==> config.mk <==
export PLATFORM = sky130hd
export DESIGN_NAME = battery_pack_power_sequencer
export DESIGN_NICKNAME = d
export VERILOG_FILES = /design/src/hw/rtl/bpps_pkg.sv /design/src/hw/rtl/bpps_step.sv /design/src/hw/rtl/battery_pack_power_sequencer.sv
export VERILOG_INCLUDE_DIRS = /design/src /design/src/hw/rtl
export SDC_FILE = /design/constraint.sdc
export NUM_CORES = 1
export LEC_CHECK = 0
export BUFFER_PORTS_ARGS = -buffer_cell sky130_fd_sc_hd__buf_4
export CORE_MARGIN = 2
export CORE_UTILIZATION = 50
export DETAILED_ROUTE_END_ITERATION = 7
export PLACE_DENSITY_LB_ADDON = 0.08
export RECOVER_POWER = 100
export SETUP_SLACK_MARGIN = 0.1
export SYNTH_ARGS = -nofsm -noshare
export SYNTH_HDL_FRONTEND = slang
export SYNTH_SLANG_ARGS = --single-unit
==> constraint.sdc <==
create_clock -name clk -period 11.4 [get_ports clk]
set_clock_uncertainty 0.15 [all_clocks]
set_input_delay 2.28 -clock clk [delete_from_list [all_inputs] [get_ports clk]]
set_output_delay 2.28 -clock clk [all_outputs]
set_load 0.02 [all_outputs]
==> src/hw/rtl/battery_pack_power_sequencer_defines.svh <==
// ----------------------------------------------------------------------------
// battery pack power sequencer assertion macros
// shared concurrent assertion forms for the sequencer rtl
// ----------------------------------------------------------------------------
`ifndef BATTERY_PACK_POWER_SEQUENCER_DEFINES_SVH
`define BATTERY_PACK_POWER_SEQUENCER_DEFINES_SVH

// same-cycle implication, disabled while reset is asserted
`define BPPS_ASSERT_IMPL(label, clk, rst_n, ante, cons, msg) \
	label: assert property (@(posedge clk) disable iff (!rst_n) (ante) |-> (cons)) \
		else $error(msg);

// next-cycle implication, disabled while reset is asserted
`define BPPS_ASSERT_NEXT(label, clk, rst_n, ante, cons, msg) \
	label: assert property (@(posedge clk) disable iff (!rst_n) (ante) |=> (cons)) \
		else $error(msg);

`endif

==> src/hw/rtl/bpps_pkg.sv <==
// ----------------------------------------------------------------------------
// bpps_pkg
// types, codes and reset values shared by the power sequencer modules
// ----------------------------------------------------------------------------
package bpps_pkg;

	typedef enum logic [2:0] {
		ST_INIT = 3'd0,
		ST_OFF  = 3'd1,
		ST_PRE  = 3'd2,
		ST_ON   = 3'd3,
		ST_ERR  = 3'd4
	} state_e_t;

	typedef enum logic [2:0] {
		PH_INTERLOCK = 3'd0,
		PH_ADDRESS   = 3'd1,
		PH_SETUP     = 3'd2,
		PH_CAPACITY  = 3'd3,
		PH_CALIBRATE = 3'd4,
		PH_START     = 3'd5
	} phase_t;

	// register indexes on the configuration port
	localparam logic [1:0] CFG_EXPECTED_SLAVES = 2'd0;
	localparam logic [1:0] CFG_OFF_PERIOD      = 2'd1;
	localparam logic [1:0] CFG_PRECHARGE_TIME  = 2'd2;
	localparam logic [1:0] CFG_QUIT_ERROR_TIME = 2'd3;

	localparam logic [5:0]  RST_EXPECTED_SLAVES = 6'd8;
	localparam logic [15:0] RST_OFF_PERIOD      = 16'd1000;
	localparam logic [15:0] RST_PRECHARGE_TIME  = 16'd2000;
	localparam logic [15:0] RST_QUIT_ERROR_TIME = 16'd3000;

	// calibration status codes
	localparam logic [1:0] CAL_BUSY = 2'd0;
	localparam logic [1:0] CAL_OK   = 2'd1;

	// action strobes
	localparam int unsigned ACT_W = 13;
	localparam logic [ACT_W-1:0] A_QUIT   = 13'h0001;
	localparam logic [ACT_W-1:0] A_ADDR   = 13'h0002;
	localparam logic [ACT_W-1:0] A_SETUP  = 13'h0004;
	localparam logic [ACT_W-1:0] A_CAP    = 13'h0008;
	localparam logic [ACT_W-1:0] A_CAL    = 13'h0010;
	localparam logic [ACT_W-1:0] A_TIMERS = 13'h0020;
	localparam logic [ACT_W-1:0] A_SLEEP  = 13'h0040;
	localparam logic [ACT_W-1:0] A_MEAS   = 13'h0080;
	localparam logic [ACT_W-1:0] A_MAIN   = 13'h0100;
	localparam logic [ACT_W-1:0] A_PRECH  = 13'h0200;
	localparam logic [ACT_W-1:0] A_TRIP   = 13'h0400;
	localparam logic [ACT_W-1:0] A_CLEAR  = 13'h0800;
	localparam logic [ACT_W-1:0] A_PROT   = 13'h1000;

	typedef struct packed {
		logic [5:0]  expected_slaves;
		logic [15:0] off_update_period_ms;
		logic [15:0] precharge_time_ms;
		logic [15:0] quit_error_time_ms;
	} cfg_t;

	typedef struct packed {
		state_e_t    main;
		logic [2:0]  init_phase;
		logic [31:0] last_off_update;
		logic [31:0] precharge_entry_time;
		logic        precharge_fresh;
		logic        off_held;
		logic [31:0] off_hold_start;
	} seq_state_t;

	typedef struct packed {
		logic [31:0] now_ms;
		logic        interlock_tripped;
		logic        on_pin_level;
		logic        off_pin_level;
		logic        stale_data;
		logic        stale_data_off;
		logic [4:0]  limit_faults;
		logic [5:0]  slaves_found;
		logic        measure_init_ok;
		logic [1:0]  calib_status;
		logic        timer_start_error;
		logic        wheel_speed_error;
	} tick_t;

	typedef struct packed {
		logic [2:0]       shown_state;
		logic [2:0]       next_state;
		logic [2:0]       init_phase_out;
		logic [ACT_W-1:0] action_mask;
	} result_t;

endpackage

==> src/hw/rtl/bpps_step.sv <==
// ----------------------------------------------------------------------------
// bpps_step
// next-state and action logic for one run tick of the power sequencer
// ----------------------------------------------------------------------------
module bpps_step (
	input  bpps_pkg::cfg_t       cfg,
	input  bpps_pkg::seq_state_t st,
	input  bpps_pkg::tick_t      tick,
	output bpps_pkg::seq_state_t st_next,
	output bpps_pkg::result_t    res
);

	bpps_pkg::state_e_t          shown;
	bpps_pkg::state_e_t          eff;
	bpps_pkg::state_e_t          nxt;
	logic [bpps_pkg::ACT_W-1:0]  act;
	logic [31:0]                 off_delta;
	logic [31:0]                 pre_delta;
	logic [31:0]                 hold_delta;
	logic                        ilk;

	assign ilk        = tick.interlock_tripped;
	assign off_delta  = tick.now_ms - st.last_off_update;
	assign pre_delta  = tick.now_ms - st.precharge_entry_time;
	assign hold_delta = tick.now_ms - st.off_hold_start;

	always_comb begin
		st_next = st;
		act     = '0;
		nxt     = bpps_pkg::ST_INIT;

		unique case (st.main)
			bpps_pkg::ST_OFF, bpps_pkg::ST_PRE, bpps_pkg::ST_ON, bpps_pkg::ST_ERR: begin
				shown = st.main;
			end
			default: begin
				shown = bpps_pkg::ST_INIT;
			end
		endcase

		// limit protector runs in the operating states and can force error
		eff = shown;
		if (shown == bpps_pkg::ST_OFF || shown == bpps_pkg::ST_PRE
				|| shown == bpps_pkg::ST_ON) begin
			act = act | bpps_pkg::A_PROT;
			if ((shown == bpps_pkg::ST_OFF && tick.stale_data_off)
					|| (shown != bpps_pkg::ST_OFF && tick.stale_data)
					|| (tick.limit_faults != '0)) begin
				eff = bpps_pkg::ST_ERR;
			end
		end

		unique case (eff)
			bpps_pkg::ST_OFF: begin
				act = act | bpps_pkg::A_SLEEP;
				if (ilk) begin
					nxt = bpps_pkg::ST_ERR;
				end else begin
					if (off_delta >= {16'd0, cfg.off_update_period_ms}) begin
						act = act | bpps_pkg::A_MEAS;
						st_next.last_off_update = tick.now_ms;
					end
					nxt = (tick.on_pin_level && tick.off_pin_level)
						? bpps_pkg::ST_PRE : bpps_pkg::ST_OFF;
				end
			end
			bpps_pkg::ST_PRE: begin
				if (st.precharge_fresh) begin
					st_next.precharge_entry_time = tick.now_ms;
					act = act | bpps_pkg::A_MAIN;
				end
				act = act | bpps_pkg::A_MEAS;
				st_next.precharge_fresh = 1'b1;
				// a fresh entry skips the switch-on check, as its entry time is only now captured
				priority if (ilk) begin
					nxt = bpps_pkg::ST_ERR;
				end else if (!tick.off_pin_level) begin
					nxt = bpps_pkg::ST_OFF;
				end else if (!st.precharge_fresh
						&& pre_delta > {16'd0, cfg.precharge_time_ms}) begin
					nxt = bpps_pkg::ST_ON;
				end else begin
					st_next.precharge_fresh = 1'b0;
					nxt = bpps_pkg::ST_PRE;
				end
			end
			bpps_pkg::ST_ON: begin
				act = act | bpps_pkg::A_PRECH | bpps_pkg::A_MEAS;
				priority if (ilk) begin
					nxt = bpps_pkg::ST_ERR;
				end else if (!tick.off_pin_level) begin
					nxt = bpps_pkg::ST_OFF;
				end else begin
					nxt = bpps_pkg::ST_ON;
				end
			end
			bpps_pkg::ST_ERR: begin
				act = act | bpps_pkg::A_TRIP;
				nxt = bpps_pkg::ST_ERR;
				if (!tick.off_pin_level) begin
					if (st.off_held) begin
						if (hold_delta > {16'd0, cfg.quit_error_time_ms}) begin
							act = act | bpps_pkg::A_CLEAR;
							nxt = bpps_pkg::ST_INIT;
						end
					end else begin
						st_next.off_hold_start = tick.now_ms;
						st_next.off_held = 1'b1;
					end
				end else begin
					st_next.off_held = 1'b0;
				end
			end
			default: begin
				nxt = bpps_pkg::ST_INIT;
				if (st.init_phase != 3'(bpps_pkg::PH_INTERLOCK) && ilk) begin
					st_next.init_phase = 3'(bpps_pkg::PH_INTERLOCK);
					nxt = bpps_pkg::ST_ERR;
				end else begin
					unique case (st.init_phase)
						3'(bpps_pkg::PH_INTERLOCK): begin
							act = act | bpps_pkg::A_QUIT;
							if (ilk) begin
								nxt = bpps_pkg::ST_ERR;
							end else begin
								st_next.init_phase = 3'(bpps_pkg::PH_ADDRESS);
							end
						end
						3'(bpps_pkg::PH_ADDRESS): begin
							act = act | bpps_pkg::A_ADDR;
							if (tick.slaves_found == cfg.expected_slaves) begin
								st_next.init_phase = 3'(bpps_pkg::PH_SETUP);
							end
						end
						3'(bpps_pkg::PH_SETUP): begin
							act = act | bpps_pkg::A_SETUP;
							st_next.init_phase = 3'(bpps_pkg::PH_CAPACITY);
						end
						3'(bpps_pkg::PH_CAPACITY): begin
							act = act | bpps_pkg::A_CAP;
							if (tick.measure_init_ok) begin
								st_next.init_phase = 3'(bpps_pkg::PH_CALIBRATE);
							end
						end
						3'(bpps_pkg::PH_CALIBRATE): begin
							act = act | bpps_pkg::A_CAL;
							if (tick.calib_status != bpps_pkg::CAL_BUSY
									&& tick.calib_status != bpps_pkg::CAL_OK) begin
								nxt = bpps_pkg::ST_ERR;
							end else if (tick.calib_status == bpps_pkg::CAL_OK) begin
								st_next.init_phase = 3'(bpps_pkg::PH_START);
							end
						end
						3'(bpps_pkg::PH_START): begin
							act = act | bpps_pkg::A_TIMERS;
							if (tick.timer_start_error || tick.wheel_speed_error) begin
								nxt = bpps_pkg::ST_ERR;
							end else begin
								st_next.init_phase = 3'(bpps_pkg::PH_INTERLOCK);
								nxt = bpps_pkg::ST_OFF;
							end
						end
						default: begin
							// unused phase codes fall back to the first phase
							st_next.init_phase = 3'(bpps_pkg::PH_INTERLOCK);
						end
					endcase
				end
			end
		endcase

		st_next.main       = nxt;
		res.shown_state    = shown;
		res.next_state     = nxt;
		res.init_phase_out = st_next.init_phase;
		res.action_mask    = act;
	end

endmodule

==> src/hw/rtl/battery_pack_power_sequencer.sv <==
// ----------------------------------------------------------------------------
// battery_pack_power_sequencer
// main state sequencer of a battery pack, one result per accepted run tick
// ----------------------------------------------------------------------------
//  channel   signals                              direction
//  tick      in_valid / in_ready + tick fields    in
//  result    out_valid / out_ready + result       out
//  config    cfg_we, cfg_index, cfg_data          in
//
// a tick is decided in the cycle of its transfer; its result is registered
// in the output register, or in the skid while the output stalls, so
// one tick per cycle while the skid is empty; the state registers feed
// the step logic directly, so consecutive ticks chain; a two-entry output
// buffer (output register plus skid) drops ready only while the skid is full
// reset puts the sequencer in init, first phase, with register defaults
// ----------------------------------------------------------------------------
`include "battery_pack_power_sequencer_defines.svh"

module battery_pack_power_sequencer (
	input  logic        clk,
	input  logic        arst_n,

	input  logic        in_valid,
	output logic        in_ready,
	input  logic [31:0] now_ms,
	input  logic        interlock_tripped,
	input  logic        on_pin_level,
	input  logic        off_pin_level,
	input  logic        stale_data,
	input  logic        stale_data_off,
	input  logic [4:0]  limit_faults,
	input  logic [5:0]  slaves_found,
	input  logic        measure_init_ok,
	input  logic [1:0]  calib_status,
	input  logic        timer_start_error,
	input  logic        wheel_speed_error,

	output logic        out_valid,
	input  logic        out_ready,
	output logic [2:0]  shown_state,
	output logic [2:0]  next_state,
	output logic [2:0]  init_phase_out,
	output logic [12:0] action_mask,

	input  logic        cfg_we,
	input  logic [1:0]  cfg_index,
	input  logic [15:0] cfg_data
);

	bpps_pkg::cfg_t       cfg_q;
	bpps_pkg::seq_state_t st_q;
	bpps_pkg::seq_state_t st_next;
	bpps_pkg::tick_t      tick;
	bpps_pkg::result_t    res;
	bpps_pkg::result_t    out_data_q;
	bpps_pkg::result_t    skid_data_q;
	logic                 out_valid_q;
	logic                 skid_valid_q;
	logic                 in_fire;
	logic                 out_fire;
	logic                 load_out_new;
	logic                 load_out_skid;
	logic                 load_skid;

	assign tick.now_ms            = now_ms;
	assign tick.interlock_tripped = interlock_tripped;
	assign tick.on_pin_level      = on_pin_level;
	assign tick.off_pin_level     = off_pin_level;
	assign tick.stale_data        = stale_data;
	assign tick.stale_data_off    = stale_data_off;
	assign tick.limit_faults      = limit_faults;
	assign tick.slaves_found      = slaves_found;
	assign tick.measure_init_ok   = measure_init_ok;
	assign tick.calib_status      = calib_status;
	assign tick.timer_start_error = timer_start_error;
	assign tick.wheel_speed_error = wheel_speed_error;

	bpps_step u_step (
		.cfg     (cfg_q),
		.st      (st_q),
		.tick    (tick),
		.st_next (st_next),
		.res     (res)
	);

	assign in_ready = !skid_valid_q;
	assign in_fire  = in_valid && in_ready;
	assign out_fire = out_valid_q && out_ready;

	// skid drains first; a new transfer goes to whichever slot is free
	assign load_out_skid = skid_valid_q && out_fire;
	assign load_out_new  = in_fire && (!out_valid_q || out_fire);
	assign load_skid     = in_fire && out_valid_q && !out_fire;

	always_ff @(posedge clk or negedge arst_n) begin
		if (!arst_n) begin
			cfg_q.expected_slaves      <= bpps_pkg::RST_EXPECTED_SLAVES;
			cfg_q.off_update_period_ms <= bpps_pkg::RST_OFF_PERIOD;
			cfg_q.precharge_time_ms    <= bpps_pkg::RST_PRECHARGE_TIME;
			cfg_q.quit_error_time_ms   <= bpps_pkg::RST_QUIT_ERROR_TIME;
		end else if (cfg_we) begin
			unique case (cfg_index)
				bpps_pkg::CFG_EXPECTED_SLAVES: cfg_q.expected_slaves      <= cfg_data[5:0];
				bpps_pkg::CFG_OFF_PERIOD:      cfg_q.off_update_period_ms <= cfg_data;
				bpps_pkg::CFG_PRECHARGE_TIME:  cfg_q.precharge_time_ms    <= cfg_data;
				bpps_pkg::CFG_QUIT_ERROR_TIME: cfg_q.quit_error_time_ms   <= cfg_data;
				default:                       cfg_q.quit_error_time_ms   <= cfg_data;
			endcase
		end
	end

	always_ff @(posedge clk or negedge arst_n) begin
		if (!arst_n) begin
			st_q.main                 <= bpps_pkg::ST_INIT;
			st_q.init_phase           <= 3'(bpps_pkg::PH_INTERLOCK);
			st_q.last_off_update      <= '0;
			st_q.precharge_entry_time <= '0;
			st_q.precharge_fresh      <= 1'b1;
			st_q.off_held             <= 1'b0;
			st_q.off_hold_start       <= '0;
		end else if (in_fire) begin
			st_q <= st_next;
		end
	end

	always_ff @(posedge clk or negedge arst_n) begin
		if (!arst_n) begin
			out_valid_q  <= 1'b0;
			skid_valid_q <= 1'b0;
		end else begin
			if (load_out_skid || load_out_new) begin
				out_valid_q <= 1'b1;
			end else if (out_fire) begin
				out_valid_q <= 1'b0;
			end
			if (load_skid) begin
				skid_valid_q <= 1'b1;
			end else if (load_out_skid) begin
				skid_valid_q <= 1'b0;
			end
		end
	end

	always_ff @(posedge clk) begin
		if (load_out_skid) begin
			out_data_q <= skid_data_q;
		end else if (load_out_new) begin
			out_data_q <= res;
		end
		if (load_skid) begin
			skid_data_q <= res;
		end
	end

	assign out_valid      = out_valid_q;
	assign shown_state    = out_data_q.shown_state;
	assign next_state     = out_data_q.next_state;
	assign init_phase_out = out_data_q.init_phase_out;
	assign action_mask    = out_data_q.action_mask;

	`BPPS_ASSERT_IMPL(a_skid_behind_out, clk, arst_n, skid_valid_q, out_valid_q, "skid holds a result while the output register is empty")
	`BPPS_ASSERT_NEXT(a_stall_fills_skid, clk, arst_n, in_fire && out_valid_q && !out_ready, skid_valid_q, "stalled transfer not captured in skid")
	`BPPS_ASSERT_NEXT(a_state_follows, clk, arst_n, in_fire, st_q.main == $past(res.next_state), "main state differs from reported next state")

endmodule

==> results.yml, run 1 <==
setup_path:
  start_kind: "input port"
  crit_arrival_ps: 9190
  cp_data_required_time_ps: 11670
  ff2ff_path_depth: 20
  cp-end-kind: "register"
  r2r_start: "st_q[66]"
  critPathKind: "in2reg"
  crit_start: "now_ms[0]"
  worst-path-max-fanout: 58
yosys:
  synthArstFlopShare: 0.784
  synth.distinct_cells: 92
  syn-num-nets: 1889
  synth_area_leader_cell: "dfrtp_1"
  syn_avg_cell_area_um2: 9.33
  synth_common_cells: "inv_1, ha_1, dfrtp_1"
  synth_seq_area_share: 0.344
  synth-edff-count: 44
  syn_inst: 1669
  synth_top_area_frac: 0.223
  synth_area_leaders: "dfrtp_1, ha_1, mux2_2"
  ys.flop_type: "dfrtp_1"
  yosys_warnings: 0
  netlist_area_um2: 15600
  synth-seq-cells: 204
  synth.most_common_cell: "inv_1"
routing:
  vias: 12600
  drtIter0Drc: 927
  drtAntennaViolNets: 0
  route.detailed.drc: 0
  dr.pass1.iters: 5
  vias_per_cell: 5.84
  wl_per_cell_um: 19.6
  wl_um: 42300
clock_tree:
  htreeDepth: 1
  clock_latency_ps: 540
  cts_tree: "done"
  clk_path_buf_depth: 3
  cts_setup_buffers: 0
  cts-root-buf: "clkbuf_16"
  clk_pin_slew_worst_paths_ps: 60
  cts_resized: 0
  cts_hold_buffers: 0
  clock_sinks: 204
  cts_buffers: 25
power:
  p_leak_uw: 0.00770
  internal_power_uw: 1980
  power_density_nw_per_um2: 189
  ir_drop_uv: 131
  combPwrFrac: 0.436
  netSwitchingPower_uw: 1250
  p_seq_frac: 0.313
  swShare: 0.386
  clkPwrFrac: 0.251
placed_design:
  place_hpwl_um: 32400
  io_buffer_count: 99
  dp_cells: 2115
  gp_congestion: 0.955
timing:
  tightest_slew_ps: 4950
  timing.fmax_mhz: 112
  period_needed_ps: 8920
  slew_headroom: -2.30
  hold_viol_final: 0
  rsz0062_at_grt: "no"
  finalCritPeriodShare: 0.783
  drv_slew: 231
  final-setup-viol-count: 0
  fin_tns_setup_ps: 0
floorplan:
  io_pins: 100
  die_h_um: 180
  fp.dieArea_um2: 32600
  rows: 64
  die_w_um: 180
  core_um2: 30700
  start_util: 0.508
grt:
  grt_max_degree: 90
  antenna_found_initial: 0
  grt_first_pass_wirelength_um: 67300
  grt_pass1_vias: 12100
  grt_util_all_layers: 0.258
  gr-total-overflow: 0
outcome:
  outcome: "complete, but fails checks"
  violations: "max-capacitance violations, max-slew violations"
run:
  maxCapViolCount: 5
finish:
  syn_to_final_growth_pct: 9.96
  fin_cells: 2161
  diodes: 0
  finish.net_count: 1966
  drive_gt1_frac: 0.180
hold_path:
  hp-start: "st_q[1]"
  min_path_type: "reg2reg"
  hold_depth: 2
==> placed cells by master (no fill, tap or decap), types with 28 or more instances in the layout <==
cell type and instances:
a21o_1 42, a21oi_1 125, buf_4 67, clkbuf_1 43, dfrtp_1 139, edfxtp_1 44, ha_1 141, inv_1 183
mux2_2 119, nand2_1 148, nand3_1 28, nor2_1 68, o21ai_0 86, xnor2_1 49
==> cell families (layout without fill, tap and decap cells) <==
family	Yosys count	in the layout	share of synthesized area
multiplexers	127	127	0.0919
AND/OR/NAND/NOR	418	418	0.138
XOR/XNOR	75	75	0.0422
buffers and inverters	240	336	0.0621
flip-flops	204	204	0.344
AO/OA/AOI/OAI	461	461	0.205
adder cells (fa/ha/maj)	144	144	0.117
==> metrics by stage <==
stage,power [uW],instance area [um2],util,hold slack [ps],worst slack (ps)
2_1_floorplan,2060,15600,-,300,4540
3_3_place_gp,2430,16600,0.541,321,3470
3_5_place_dp,2460,16600,0.541,338,3350
4_1_cts,3290,17400,0.568,352,3900
5_1_grt,3470,17100,0.558,362,2000
6_report,3230,17100,0.558,344,2480
==> final timing paths <==
kind / endpoint / slack, ps
max in group asynchronous: cfg_q[0] / 4890
min in group asynchronous: st_q[42] / 3370
hold / removal: st_q[1] / 340
setup reg to reg: st_q[66] / 4140
hold reg to reg: st_q[1] / 340
setup / recovery: st_q[66] / 2480
==> metal layers <==
metal	routed length, um	vias up	GRT usage
met1	19000	6033	0.353
met3	2370	76	0.0384
met2	19200	358	0.413
li1	-	6155	-
met5	0	-	0
met4	1680	0	0.0984
==> worst max-delay path: stages <==
cell       delay, ps
clkbuf_1         100
inv_1            150
ha_1             190
inv_1             50
fa_1             390
a21oi_1          290
o211ai_1         260
a221oi_1         950
nand2b_1         230
nand2b_1          60
a21oi_1          180
xnor2_1          140
ha_1             260
a21o_1           160
a2111oi_0        340
or4b_1           460
a221oi_1         260
o211ai_2         130
nor4_1           360
a311oi_1         340
clkbuf_2         930
mux2_1           650
==> state kept, by name, indices dropped and copies added (netlist names) <==
name	cells
init_phase_out	3
st_q	104
skid_valid_q	1
out_valid	1
action_mask	13
cfg_q	54
shown_state	3
next_state	3
skid_data_q	22
==> power groups by stage <==
stage          clock network, uW  registers [uW]  logic, uW
2_1_floorplan                  0            1040       1020
3_3_place_gp                   0            1010       1420
3_5_place_dp                   0            1020       1440
4_1_cts                      831            1010       1450
5_1_grt                      859            1030       1580
6_report                     812            1010       1410
==> cell type report <==
cell class / count / area, um2
fill: 2860 / 13500
multi-input combinational: 1225 / 9100
sequential: 204 / 5350
inverter: 184 / 691
clock buffer: 34 / 669
timing repair buffer: 106 / 662
tap: 396 / 495
clock inverter: 12 / 156
(Power assumes the default switching activity.)
==> run 2: changes to the inputs <==
- clock period: 11.4 -> 7.9 ns (I/O delays scaled with it)
==> run 2 against run 1 <==
  * The run still ends with max-capacitance violations, max-slew violations left
  * Register-to-register slack got worse by 2200 ps
  * Clock power up 50%
  * Setup slack worse by 1400 ps
  * Largest power group unchanged
  * Final cell count rose by 0.23%
  * Sequential power rose by 45%
  * Flip-flop and latch count unchanged
  * Critical path type unchanged
  * Routed wire length shrank 2.4%
  * Highest routed layer unchanged
  * Count of clock-buffer cells in the layout is 1 lower
  * Global-route usage is 0.66 points lower
==> results.yml, run 2 (synthesis results as in run 1) <==
outcome:
  outcome: "complete, but fails checks"
  violations: "max-capacitance violations, max-slew violations"
power:
  p_seq_frac: 0.309
  p_leak_uw: 0.00776
  clkPwrFrac: 0.259
  ir_drop_uv: 193
  internal_power_uw: 2920
  power_density_nw_per_um2: 273
  combPwrFrac: 0.432
  netSwitchingPower_uw: 1800
  swShare: 0.381
setup_path:
  critPathKind: "in2reg"
  ff2ff_path_depth: 19
  crit_chain: "clkbuf_1, inv_1, ha_1, nor2b_1, o21ai_0, o221ai_1, a21boi_0, a31oi_1, xnor2_1, ha_1, a21o_1, a21o_1, a2111oi_0, or4b_1, a221oi_2, o211ai_1, nor4_4, a311oi_4, clkbuf_2, mux2_1"
  critPathTopFamily: "compound AO/OA/AOI/OAI gates"
  r2r_slack_ps: 1910
  cp_data_required_time_ps: 8160
  r2r_start: "st_q[67]"
  cp-end-kind: "register"
  cp_slowest_cell: "o221ai_1"
  crit_arrival_ps: 7090
  slowest_delay_ps: 670
  cp_num_buf_inv: 3
  rr_endpoint: "st_q[97]"
  start_kind: "input port"
  worst-path-max-fanout: 27
finish:
  multi_input_area_um2: 9160
  regArea_um2: 5350
  syn_to_final_growth_pct: 10.8
  largestRegisters: "st_q x104, cfg_q x54, skid_data_q x22"
  layout_commonest_cell: "inv_1"
  postLayoutCellArea_um2: 17300
  drive_gt1_frac: 0.186
  top_register: "st_q"
  n_fill_cell: 2852
  largest_reg_flops: 104
  diodes: 0
  finish.net_count: 1971
  final_cell_mix: "inv_1, nand2_1, ha_1, dfrtp_1, a21oi_1"
routing:
  route.detailed.drc: 0
  wl_per_cell_um: 19.1
  wl_met2_um: 19200
  wl_met3_um: 1830
  drtIter0Drc: 738
  dr.pass1.iters: 5
  vias: 12600
  wl_um: 41300
  drtAntennaViolNets: 0
  vias_per_cell: 5.80
  top_layer_used: "met4"
  m1WireLength_um: 19200
grt:
  gr-total-overflow: 0
  grt_util_all_layers: 0.251
  antenna_found_initial: 0
  grt_first_pass_wirelength_um: 66200
  grt_max_degree: 80
  grt_pass1_vias: 12100
clock_tree:
  clk_path_buf_depth: 3
  htreeDepth: 1
  cts_buffers: 25
  cts_hold_buffers: 0
  clk_pin_slew_worst_paths_ps: 60
  clock_sinks: 204
  cts-root-buf: "clkbuf_16"
  cts_resized: 0
  clock_latency_ps: 530
  cts_setup_buffers: 0
  cts_tree: "done"
timing:
  finalCritPeriodShare: 0.864
  period_needed_ps: 6830
  rsz0062_at_grt: "no"
  tightest_slew_ps: 4430
  timing.fmax_mhz: 146
  fin_ws_ps: 1070
  slew_headroom: -1.96
  fin_tns_setup_ps: 0
  drv_slew: 127
  hold_viol_final: 0
  final-setup-viol-count: 0
floorplan:
  die_h_um: 180
  die_w_um: 180
  start_util: 0.508
  rows: 64
  core_um2: 30700
  io_pins: 100
  fp.dieArea_um2: 32600
placed_design:
  gp_congestion: 0.924
  io_buffer_count: 99
  postPlaceCellArea_um2: 16600
  place_hpwl_um: 31900
  dp_slack_ps: 760
hold_path:
  hold_depth: 2
  hold_path_end: "st_q[34]"
  hp-start: "st_q[34]"
  min_path_type: "reg2reg"
run:
  maxCapViolCount: 3
run 2: area by class of cell:
cell class / count / area share
clock buffer: 33 / 0.0403
clock inverter: 13 / 0.0104
inverter: 184 / 0.0400
multi-input combinational: 1225 / 0.530
sequential: 204 / 0.310
tap: 396 / 0.0287
timing repair buffer: 111 / 0.0402
run 2: metal layers:
metal,vias to the layer above,track usage
li1,6177,-
met1,6002,0.351
met2,333,0.419
met3,58,0.0234
met4,0,0.0658
met5,-,0
run 2: stage by stage:
step / util / total power [uW] / std cells / hold slack, ps
after floorplan: - / 2970 / 1669 / 300
after global placement: 0.542 / 3500 / 2120 / 319
after detailed placement: 0.542 / 3550 / 2120 / 332
after CTS: 0.571 / 4790 / 2166 / 348
after global routing: 0.563 / 5060 / 2166 / 371
final: 0.563 / 4720 / 2166 / 346
run 2: how the worst max path moves through the flow:
| stage | start | to | cells after the start |
|---|---|---|---|
| after floorplan | now_ms[0] | action_mask[7] | 21 |
| after global placement | now_ms[0] | st_q[66] | 22 |
| after detailed placement | now_ms[0] | st_q[66] | 22 |
| after CTS | now_ms[0] | st_q[66] | 22 |
| after global routing | now_ms[0] | next_state[2] | 23 |
| final | now_ms[0] | st_q[97] | 20 |
run 2: tightest hold or removal path: cells and delay by family, from the launching register on:
kind | cells | cell delay (ps)
DFF | 1 | 350
AOI/OAI and AO/OA | 1 | 60
and+or+nand+nor | 1 | 50
run 2: power groups by stage:
stage / clock network [uW] / logic, uW / registers, uW
floorplan: 0 / 1470 / 1500
global placement: 0 / 2040 / 1460
detailed placement: 0 / 2070 / 1470
CTS: 1250 / 2090 / 1450
global route: 1290 / 2280 / 1480
finish: 1220 / 2040 / 1460
==> run 3: changes to the inputs <==
- REMOVE_ABC_BUFFERS: default -> 1
==> run 3 against run 2 <==
  * The run still ends with max-capacitance violations, max-slew violations left
  * Non-clock buffer count fell by 5
  * Global-route usage is 0.12 points lower
  * Utilization shrank 0.33 points
  * Critical path depth grew 2
==> results.yml, run 3 (synthesis results as in run 1) <==
power:
  power_density_nw_per_um2: 268
  netSwitchingPower_uw: 1760
  swShare: 0.382
  clkPwrFrac: 0.243
  combPwrFrac: 0.440
  internal_power_uw: 2840
  p_seq_frac: 0.317
  p_leak_uw: 0.00772
  ir_drop_uv: 169
  power_uw: 4590
floorplan:
  die_h_um: 180
  core_um2: 30700
  die_w_um: 180
  start_util: 0.508
  rows: 64
  io_pins: 100
  fp.dieArea_um2: 32600
setup_path:
  start_kind: "input port"
  crit_start: "now_ms[0]"
  rr_endpoint: "st_q[66]"
  critPathTopFamily: "compound AO/OA/AOI/OAI gates"
  critPathKind: "in2reg"
  cp_slowest_cell: "nor4_1"
  cp-end-kind: "register"
  r2r_slack_ps: 1820
  crit_chain: "clkbuf_4, inv_1, ha_1, inv_1, fa_1, a21oi_1, o211ai_1, a221oi_4, nand2b_1, nand2b_1, a21oi_1, xnor2_1, ha_1, a21o_1, a2111oi_0, or4b_1, a221oi_2, o211ai_1, nor4_1, a311oi_4, buf_12, mux2_1"
  critical_path_cell_count: 22
  slowest_delay_ps: 560
  r2r_start: "st_q[67]"
  ff2ff_path_depth: 19
  cp_num_buf_inv: 4
  cp_data_required_time_ps: 8140
  crit_arrival_ps: 7260
  worst-path-max-fanout: 62
finish:
  drive_gt1_frac: 0.183
  final_cell_mix: "inv_1, nand2_1, ha_1, dfrtp_1, a21oi_1"
  largest_reg_flops: 104
  multi_input_area_um2: 9140
  finish.net_count: 1966
  largestRegisters: "st_q x104, cfg_q x54, skid_data_q x22"
  top_register: "st_q"
  syn_to_final_growth_pct: 10.2
  layout_commonest_cell: "inv_1"
  n_fill_cell: 2820
  regArea_um2: 5350
timing:
  slew_headroom: -2.53
  rsz0062_at_grt: "no"
  tightest_slew_ps: 5300
  fin_tns_setup_ps: 0
  drv_slew: 177
  period_needed_ps: 7020
  hold_viol_final: 0
  final-setup-viol-count: 0
  finalCritPeriodShare: 0.889
  timing.fmax_mhz: 142
clock_tree:
  cts-root-buf: "clkbuf_16"
  htreeDepth: 1
  cts_tree: "done"
  clock_latency_ps: 520
  clock_sinks: 204
  cts_setup_buffers: 0
  cts_buffers: 25
  clk_path_buf_depth: 3
  cts_resized: 0
  cts_hold_buffers: 0
  clk_pin_slew_worst_paths_ps: 50
grt:
  grt_first_pass_wirelength_um: 66000
  grt_max_degree: 99
  grt_util_all_layers: 0.250
  gr-total-overflow: 0
  grt_pass1_vias: 12500
  antenna_found_initial: 1
routing:
  drtIter0Drc: 622
  route.detailed.drc: 0
  dr.pass1.iters: 5
  vias_per_cell: 5.84
  vias: 12600
  drtAntennaViolNets: 0
  wl_um: 41100
  wl_per_cell_um: 19.0
hold_path:
  hp-start: "st_q[1]"
  hold_path_end: "st_q[1]"
  hold_depth: 2
  min_path_type: "reg2reg"
outcome:
  violations: "max-capacitance violations, max-slew violations"
  outcome: "complete, but fails checks"
placed_design:
  place_hpwl_um: 31500
  io_buffer_count: 99
  gp_congestion: 0.940
run:
  maxCapViolCount: 4
## run 3: worst max path at each step
stage	end
floorplan	st_q[66]
global placement	st_q[66]
detailed placement	st_q[66]
CTS	st_q[66]
global route	st_q[66]
finish	st_q[66]
## run 3: power by group through the flow
stage          clock, uW  sequential [uW]  combinational (uW)
2_1_floorplan          0             1510                1450
3_3_place_gp           0             1460                2030
3_5_place_dp           0             1470                2060
4_1_cts             1150             1450                2070
5_1_grt             1190             1490                2270
6_report            1120             1460                2020
## run 3: layout make-up
class,count,share of cell area
multi-input cells,1225,0.533
flip-flops and latches,204,0.312
inverters,184,0.0402
repair buffers,106,0.0399
clock buffers,30,0.0393
well taps,396,0.0289
clock inverters,15,0.00685
diodes,1,0.000146
## run 3: per-layer routing
metal,GRT usage,vias up,routed length (um)
met5,0,-,0
met4,0.0668,0,963
met3,0.0287,54,1830
met2,0.424,296,19400
met1,0.340,6103,18900
li1,-,6166,-
## run 3: metrics by stage
step	cell area, um2	util	setup WS (ps)	cells	hold slack, ps
after floorplan	15300	-	760	1613	300
after global placement	16600	0.542	834	2115	320
after detailed placement	16600	0.542	753	2115	331
after CTS	17400	0.567	1270	2160	344
after global routing	17200	0.559	518	2160	362
final	17200	0.560	881	2161	331
## run 3: worst min-delay path, cell delays in order, from the launching register on
cell	delay (ps)
dfrtp_1	340
nand2_1	40
o21ai_0	60
